===== src/sv/lkvc_pkg.sv =====
// ----------------------------------------------------------------------------
// lkvc_pkg: shared types and constants of the lru key/value cache
// Word layouts of the request and response channels, register map and
// default sizes of the entry store.
// ----------------------------------------------------------------------------
package lkvc_pkg;

	// default sizes of the entry store
	localparam int ENTRIES_DEF    = 16;
	localparam int KEY_BITS_DEF   = 32;
	localparam int VALUE_BITS_DEF = 32;

	// field widths of the channel words
	localparam int KEY_W   = 32;
	localparam int VALUE_W = 32;

	// configuration register map
	localparam int ADDR_W = 3;
	localparam int CAP_W  = 5;
	localparam logic [0:0] REG_CAPACITY = 1'b0;
	localparam logic [CAP_W-1:0] CAPACITY_RESET = CAP_W'(16);

	// request modes
	localparam logic MODE_GET = 1'b0;
	localparam logic MODE_SET = 1'b1;

	// value returned on a get miss and on every set
	localparam logic signed [VALUE_W-1:0] MISS_VALUE = '1;

	// request word
	typedef struct packed {
		logic                      mode;
		logic [KEY_W-1:0]          key;
		logic signed [VALUE_W-1:0] value;
	} req_t;

	// response word
	typedef struct packed {
		logic                      hit;
		logic signed [VALUE_W-1:0] read_value;
		logic                      evicted;
	} rsp_t;

endpackage


===== src/sv/lru_key_value_cache_top.sv =====
// ----------------------------------------------------------------------------
// lru_key_value_cache_top: fully associative key/value cache
// Least-recently-set replacement, parallel key compare, one request a cycle while the output is not stalled.
// ----------------------------------------------------------------------------
// usage
// - request channel in_valid / in_stall / in_word carries mode, key, value;
//   a word is taken at a clock edge with in_valid high and in_stall low
// - response channel out_valid / out_stall / out_word returns one word per
//   request: hit, read_value (-1 on a miss or a set) and evicted
// - the request is registered, looked up and the store updated when it
//   advances, and the response lands in the output register; throughput
//   is one request per cycle while the output is not stalled, set by the
//   combinational compare across all entries and the rank update
// - a request sees every store update of the request before it
// - while out_stall holds a full output register the request register
//   stays put and in_stall rises; the output word does not change
// - reset clears all valid bits, ranks, the fill count and sets capacity
//   to 16; no clearing pass is needed, keys and values are left as they are
// - the user writes capacity through the apb port only while the cache is idle;
//   the block does not enforce it; zero acts as one, values above the store size act as the store size
module lru_key_value_cache_top #(
	parameter int ENTRIES    = lkvc_pkg::ENTRIES_DEF,
	parameter int KEY_BITS   = lkvc_pkg::KEY_BITS_DEF,
	parameter int VALUE_BITS = lkvc_pkg::VALUE_BITS_DEF
) (
	input  logic                        clk,
	input  logic                        arst_n,
	// request channel
	input  logic                        in_valid,
	output logic                        in_stall,
	input  lkvc_pkg::req_t              in_word,
	// response channel
	output logic                        out_valid,
	input  logic                        out_stall,
	output lkvc_pkg::rsp_t              out_word,
	// configuration port
	input  logic                        psel,
	input  logic                        penable,
	input  logic                        pwrite,
	input  logic [lkvc_pkg::ADDR_W-1:0] paddr,
	input  logic [31:0]                 pwdata,
	output logic [31:0]                 prdata,
	output logic                        pready
);

	localparam int RANK_W = (ENTRIES > 1) ? $clog2(ENTRIES) : 1;
	localparam int CNT_W  = $clog2(ENTRIES + 1);
	localparam int CMP_W  = ((CNT_W > lkvc_pkg::CAP_W) ? CNT_W : lkvc_pkg::CAP_W) + 1;
	localparam int VW     = lkvc_pkg::VALUE_W;

	// entry store
	logic [KEY_BITS-1:0]   key_q   [ENTRIES];
	logic [VALUE_BITS-1:0] value_q [ENTRIES];
	logic [RANK_W-1:0]     rank_q  [ENTRIES];
	logic [ENTRIES-1:0]    valid_q;
	logic [CNT_W-1:0]      fill_q;
	logic [lkvc_pkg::CAP_W-1:0] capacity_q;

	// request register and output register
	logic           valid_s1;
	lkvc_pkg::req_t req_s1;
	logic           out_valid_q;
	lkvc_pkg::rsp_t rsp_q;

	// lookup signals
	logic                     adv;
	logic                     is_set;
	logic [KEY_BITS+31:0]     key_ext;
	logic [KEY_BITS-1:0]      key_cmp;
	logic [VALUE_BITS+31:0]   val_ext;
	logic [VALUE_BITS-1:0]    val_store;
	logic [ENTRIES-1:0]       match;
	logic [ENTRIES-1:0]       free_vec;
	logic [ENTRIES-1:0]       free_oh;
	logic [ENTRIES-1:0]       victim;
	logic [ENTRIES-1:0]       wr_oh;
	logic [ENTRIES-1:0]       age;
	logic                     hit;
	logic [RANK_W-1:0]        hit_rank;
	logic [VALUE_BITS-1:0]    hit_value;
	logic [VALUE_BITS+VW-1:0] rv_ext;
	logic [RANK_W-1:0]        lru_rank;
	logic [RANK_W-1:0]        age_limit;
	logic [CMP_W-1:0]         cap_ext;
	logic [CMP_W-1:0]         cap_eff;
	logic                     do_fill;
	logic                     do_write;
	logic                     cfg_wr;
	lkvc_pkg::rsp_t           rsp_d;

	// handshake
	assign adv       = valid_s1 && (!out_valid_q || !out_stall);
	assign in_stall  = valid_s1 && !adv;
	assign out_valid = out_valid_q;
	assign out_word  = rsp_q;

	// request register
	always_ff @(posedge clk or negedge arst_n) begin
		if (!arst_n) begin
			valid_s1 <= 1'b0;
		end else if (in_valid && !in_stall) begin
			valid_s1 <= 1'b1;
		end else if (adv) begin
			valid_s1 <= 1'b0;
		end
	end

	always_ff @(posedge clk) begin
		if (in_valid && !in_stall) begin
			req_s1 <= in_word;
		end
	end

	// key and value at store width
	assign key_ext   = {{KEY_BITS{1'b0}}, req_s1.key};
	assign key_cmp   = key_ext[KEY_BITS-1:0];
	assign val_ext   = {{VALUE_BITS{1'b0}}, req_s1.value};
	assign val_store = val_ext[VALUE_BITS-1:0];
	assign is_set    = (req_s1.mode == lkvc_pkg::MODE_SET);

	// parallel compare and one-hot readout
	always_comb begin
		hit_rank  = '0;
		hit_value = '0;
		for (int i = 0; i < ENTRIES; i++) begin
			match[i]  = valid_q[i] && (key_q[i] == key_cmp);
			hit_rank  = hit_rank | (rank_q[i] & {RANK_W{match[i]}});
			hit_value = hit_value | (value_q[i] & {VALUE_BITS{match[i]}});
		end
	end
	assign hit = |match;

	// first free entry
	assign free_vec = ~valid_q;
	assign free_oh  = free_vec & (~free_vec + ENTRIES'(1));

	// effective capacity against fill count
	assign cap_ext = CMP_W'(capacity_q);
	always_comb begin
		if (cap_ext == '0) begin
			cap_eff = CMP_W'(1);
		end else if (cap_ext > CMP_W'(ENTRIES)) begin
			cap_eff = CMP_W'(ENTRIES);
		end else begin
			cap_eff = cap_ext;
		end
	end
	assign do_fill = (CMP_W'(fill_q) < cap_eff);

	// least recent entry holds rank fill_count-1
	assign lru_rank = RANK_W'(fill_q - CNT_W'(1));
	always_comb begin
		for (int i = 0; i < ENTRIES; i++) begin
			victim[i] = valid_q[i] && (rank_q[i] == lru_rank);
		end
	end

	// entry to write and entries that age
	assign do_write  = adv && is_set;
	assign wr_oh     = hit ? match : (do_fill ? free_oh : victim);
	assign age_limit = hit ? hit_rank : lru_rank;
	always_comb begin
		for (int i = 0; i < ENTRIES; i++) begin
			age[i] = valid_q[i] && ((!hit && do_fill) || (rank_q[i] < age_limit));
		end
	end

	// store control state
	always_ff @(posedge clk or negedge arst_n) begin
		if (!arst_n) begin
			valid_q <= '0;
			fill_q  <= '0;
			for (int i = 0; i < ENTRIES; i++) begin
				rank_q[i] <= '0;
			end
		end else if (do_write) begin
			for (int i = 0; i < ENTRIES; i++) begin
				if (wr_oh[i]) begin
					valid_q[i] <= 1'b1;
					rank_q[i]  <= '0;
				end else if (age[i]) begin
					rank_q[i] <= rank_q[i] + RANK_W'(1);
				end
			end
			if (!hit && do_fill) begin
				fill_q <= fill_q + CNT_W'(1);
			end
		end
	end

	// store keys and values
	always_ff @(posedge clk) begin
		if (do_write) begin
			for (int i = 0; i < ENTRIES; i++) begin
				if (wr_oh[i]) begin
					key_q[i]   <= key_cmp;
					value_q[i] <= val_store;
				end
			end
		end
	end

	// response word
	assign rv_ext = {{VW{hit_value[VALUE_BITS-1]}}, hit_value};
	always_comb begin
		rsp_d.hit     = hit;
		rsp_d.evicted = is_set && !hit && !do_fill;
		if (!is_set && hit) begin
			rsp_d.read_value = rv_ext[VW-1:0];
		end else begin
			rsp_d.read_value = lkvc_pkg::MISS_VALUE;
		end
	end

	// output register
	always_ff @(posedge clk or negedge arst_n) begin
		if (!arst_n) begin
			out_valid_q <= 1'b0;
		end else if (adv) begin
			out_valid_q <= 1'b1;
		end else if (!out_stall) begin
			out_valid_q <= 1'b0;
		end
	end

	always_ff @(posedge clk) begin
		if (adv) begin
			rsp_q <= rsp_d;
		end
	end

	// configuration port
	assign pready = 1'b1;
	assign cfg_wr = psel && penable && pwrite && pready;

	always_ff @(posedge clk or negedge arst_n) begin
		if (!arst_n) begin
			capacity_q <= lkvc_pkg::CAPACITY_RESET;
		end else if (cfg_wr && (paddr[2] == lkvc_pkg::REG_CAPACITY)) begin
			capacity_q <= pwdata[lkvc_pkg::CAP_W-1:0];
		end
	end

	assign prdata = (paddr[2] == lkvc_pkg::REG_CAPACITY) ? 32'(capacity_q) : '0;

`ifndef SYNTHESIS
	// valid entries and fill count agree
	a_fill_matches_valid: assert property (@(posedge clk) disable iff (!arst_n)
		$countones(valid_q) == int'(fill_q))
		else $error("fill count differs from number of valid entries");

	// a key is held by at most one entry
	a_unique_key: assert property (@(posedge clk) disable iff (!arst_n)
		valid_s1 |-> $onehot0(match))
		else $error("key present in more than one entry");

	// an eviction never happens on a hit
	a_evict_not_hit: assert property (@(posedge clk) disable iff (!arst_n)
		(out_valid_q && rsp_q.evicted) |-> !rsp_q.hit)
		else $error("eviction reported together with a hit");

	// a set that misses while full always finds its victim
	a_victim_found: assert property (@(posedge clk) disable iff (!arst_n)
		(valid_s1 && is_set && !hit && !do_fill) |-> $onehot(victim))
		else $error("no single least recent entry to evict");
`endif

endmodule


===== config.mk =====
export PLATFORM = sky130hd
export DESIGN_NAME = lru_key_value_cache_top
export DESIGN_NICKNAME = d
export VERILOG_FILES = /design/src/sv/lkvc_pkg.sv /design/src/sv/lru_key_value_cache_top.sv
export SDC_FILE = /design/constraint.sdc
export NUM_CORES = 2
export LEC_CHECK = 0
export ABC_AREA = 1
export BUFFER_PORTS_ARGS = -buffer_cell sky130_fd_sc_hd__buf_2
export CAP_MARGIN = 20
export CELL_PAD_IN_SITES_DETAIL_PLACEMENT = 2
export CELL_PAD_IN_SITES_GLOBAL_PLACEMENT = 2
export CORE_ASPECT_RATIO = 0.9
export CORE_UTILIZATION = 40
export DETAILED_ROUTE_END_ITERATION = 12
export PLACE_DENSITY_LB_ADDON = 0.1
export REMOVE_ABC_BUFFERS = 1
export SLEW_MARGIN = 20
export SYNTH_ARGS = -nofsm -noshare
export SYNTH_HDL_FRONTEND = slang
export SYNTH_SLANG_ARGS = --single-unit

===== constraint.sdc =====
create_clock -name clk -period 19.1 [get_ports clk]
set_input_delay 3.82 -clock clk [delete_from_list [all_inputs] [get_ports clk]]
set_output_delay 3.82 -clock clk [all_outputs]
set_load 0.01 [all_outputs]

==> flow_summary.yaml <==
critical_path:
  r2r_start: "key_cmp[22]"
  crit_chain: "buf_2, nand2_1, nor2_1, buf_2"
  crit_path_end_kind: "primary output"
  worst_path_max_delay_cell: "buf_2"
  r2r_slack_ns: 12.43
  worstPathMaxFanout: 2
  critPathArrivalTime_ns: 4.29
  criticalPathCategory: "input pin to primary output"
  startpoint_type: "input pin"
  r2r_cells: 22
  r2r_end: "rank_q[32]"
  path_common_cell: "buf_2"
  critPathMaxStageDelay_ns: 0.15
  cp_data_required_time_ns: 15.28
cells_and_area:
  fin_area_um2: 64700
  multi_input_area_um2: 18300
  final_common_cell: "nand2_1"
  seq_area_um2: 36000
  fillers: 14800
  drive_above_1_share: 0.0923
  nets: 5921
  most-common-layout-cells: "1,551 x nand2_1, 1,123 x edfxtp_1, 615 x nor2_1"
  area_growth_pct: 13.0
sta:
  tightest_slew_ns: 1.13
  tns_ns: 0
  rsz0062_at_grt: "no"
  hold_viol: 0
  drv_slew: 0
  setup_viol: 0
  worst_slack_ns: 10.99
  finalCriticalPeriod_ns: 8.11
  whs_ns: 0.492
  post-route-period-util: 0.425
  skew_ns: 0.0604
  fmax_mhz: 123
  maxSlewHeadroom: 0.248
placement:
  port_buffers: 118
  place_congestion: 0.871
  placed_area_um2: 60000
  dp_hpwl_um: 153000
  dp_slack_ns: 10.99
pwr:
  power_density_nw_per_um2: 116
  power_leakage_nw: 25.6
  ir_drop_v: 0.0000967
  power_w: 0.00752
floorplanning:
  chipHeight_um: 361
  io_pins: 176
  start_util: 0.404
  die-area_um2: 145000
  fp.dieW_um: 401
  core-area_um2: 142000
  core.rowCount: 131
routing:
  detail-route-antenna-nets: 0
  wl_um: 251000
  wire_per_inst_um: 32.4
  via_per_inst: 5.96
  dr.pass1.iters: 5
  drtIter0Drc: 4026
  num_vias: 46200
  route.detailed.drc: 0
grt:
  antenna_found_initial: 6
  grt_pass1_vias: 49100
  grt_max_degree: 56
  grt_use_total: 0.343
  overflow: 0
  grt_pass1_wl_um: 355000
outcome:
  status: "finished, final reports clean"
clock_tree:
  cts_tree: "done"
  cts_buffer_depth: 3
  clk_pin_slew_ns: 0.05
  cts_resized: 0
  clock_latency_ns: 0.81
  ctsHoldBuffers: 0
  clock-root-buffer: "clkbuf_16"
  cts_inserted_buffers: 137
  cts.sinks: 1215
  cts_setup_buffers: 0
  cts_max_level: 4
yosys:
  ys_ff_latch: 1215
  yosysWarnings: 0
  synth.yosys.seq_area_share: 0.629
  yosys.cell_types.count: 57
  synthFlopType: "edfxtp_1"
  async_flop_share: 0.0757
  syn-instance-count: 5611
  syn_area_per_cell_um2: 10.2
  synth_area_um2: 57300
  synth_edf_count: 1123
min_path:
  min_path_type: "register to register"
  hp-start: "fill_q[4]"
  holdPathStages: 1
  hold_end: "fill_q[4]"
job:
  max-cap-violations: 0
## routing by layer
metal / global-route usage / vias up / part of all wire
met5: 0 / - / 0.000052
met4: 0.159 / 2 / 0.049
met3: 0.0500 / 516 / 0.060
met2: 0.578 / 1795 / 0.48
met1: 0.435 / 24300 / 0.41
li1: - / 19600 / -
## power by group
part | internal, W | total [W] | switching, W
combinational | 0.000408 | 0.00149 | 0.00108
clock | 0.00151 | 0.00272 | 0.00121
sequential | 0.00311 | 0.00330 | 0.000196
## flip-flops by register name, indices dropped and copies added, names as in the netlist
register / count
key_q: 512
value_q: 512
rank_q: 64
out_word: 34
key_cmp: 32
val_store: 32
valid_q: 16
capacity_q: 5
fill_q: 5
is_set: 1
out_valid: 1
valid_s1: 1
## cells in the mapped netlist, types with 6 or more instances
library cell,instances,area [um^2]
nor4_1,68,425
nor2_1,625,2350
nor2_2,15,93.8
o221ai_1,8,70.1
nand3b_1,27,203
a22o_1,256,2240
buf_6,8,90.1
clkbuf_1,83,312
a21oi_1,57,285
nand2_1,1552,5830
nand4_1,96,601
inv_1,477,1790
a2111oi_0,8,70.1
inv_2,33,124
ha_1,38,475
dfrtp_1,91,2280
nor2_4,7,78.8
nand3_1,281,1410
or2_2,14,87.6
a41oi_1,9,78.8
nand2_2,13,81.3
xor2_1,75,657
edfxtp_1,1123,33700
o22ai_1,53,332
o21ai_1,31,155
buf_2,79,395
o21ai_2,6,52.6
buf_4,61,458
o211ai_1,13,97.6
o21ai_0,253,1270
nor3_1,28,140
or2_1,7,43.8
xnor2_1,72,631
## how the worst max path moves through the flow
stage                          from         to  depth (start not counted)
final                     out_stall   in_stall                          4
after global routing      out_stall   in_stall                          4
after CTS                 out_stall   in_stall                          4
after detailed placement  out_stall   in_stall                          4
after global placement    out_stall   in_stall                          4
after floorplan           out_stall  rank_q[0]                          6
## per-stage QoR
stage,utilization,instances
2_1_floorplan,-,5403
3_3_place_gp,0.423,7491
3_5_place_dp,0.423,7493
4_1_cts,0.455,7738
5_1_grt,0.456,7744
6_report,0.456,7746
## worst max-delay path, delay by kind of cell
family | cells | cell delay, ns
simple gates | 2 | 0.20
buf+inv | 2 | 0.26
## cell type report
class / count / share of cell area
clock inverters: 74 / 0.0142
well taps: 1862 / 0.0360
repair buffers: 234 / 0.0246
inverters: 514 / 0.0301
diodes: 2 / 0.0000773
multi-input cells: 3674 / 0.283
clock buffers: 171 / 0.0557
flip-flops and latches: 1215 / 0.557
## logic make-up (layout without fill, tap and decap cells)
family,count (synthesis),after routing,synth area share
flip-flops,1215,1215,0.629
adder cells (fa/ha/maj),38,38,0.00830
buffers and inverters,748,993,0.0563
XOR/XNOR,147,147,0.0225
AND/OR/NAND/NOR,2750,2750,0.200
AO/OA/AOI/OAI,711,711,0.0837
other,2,30,0.000131
Power figures use the tool's default switching activity.
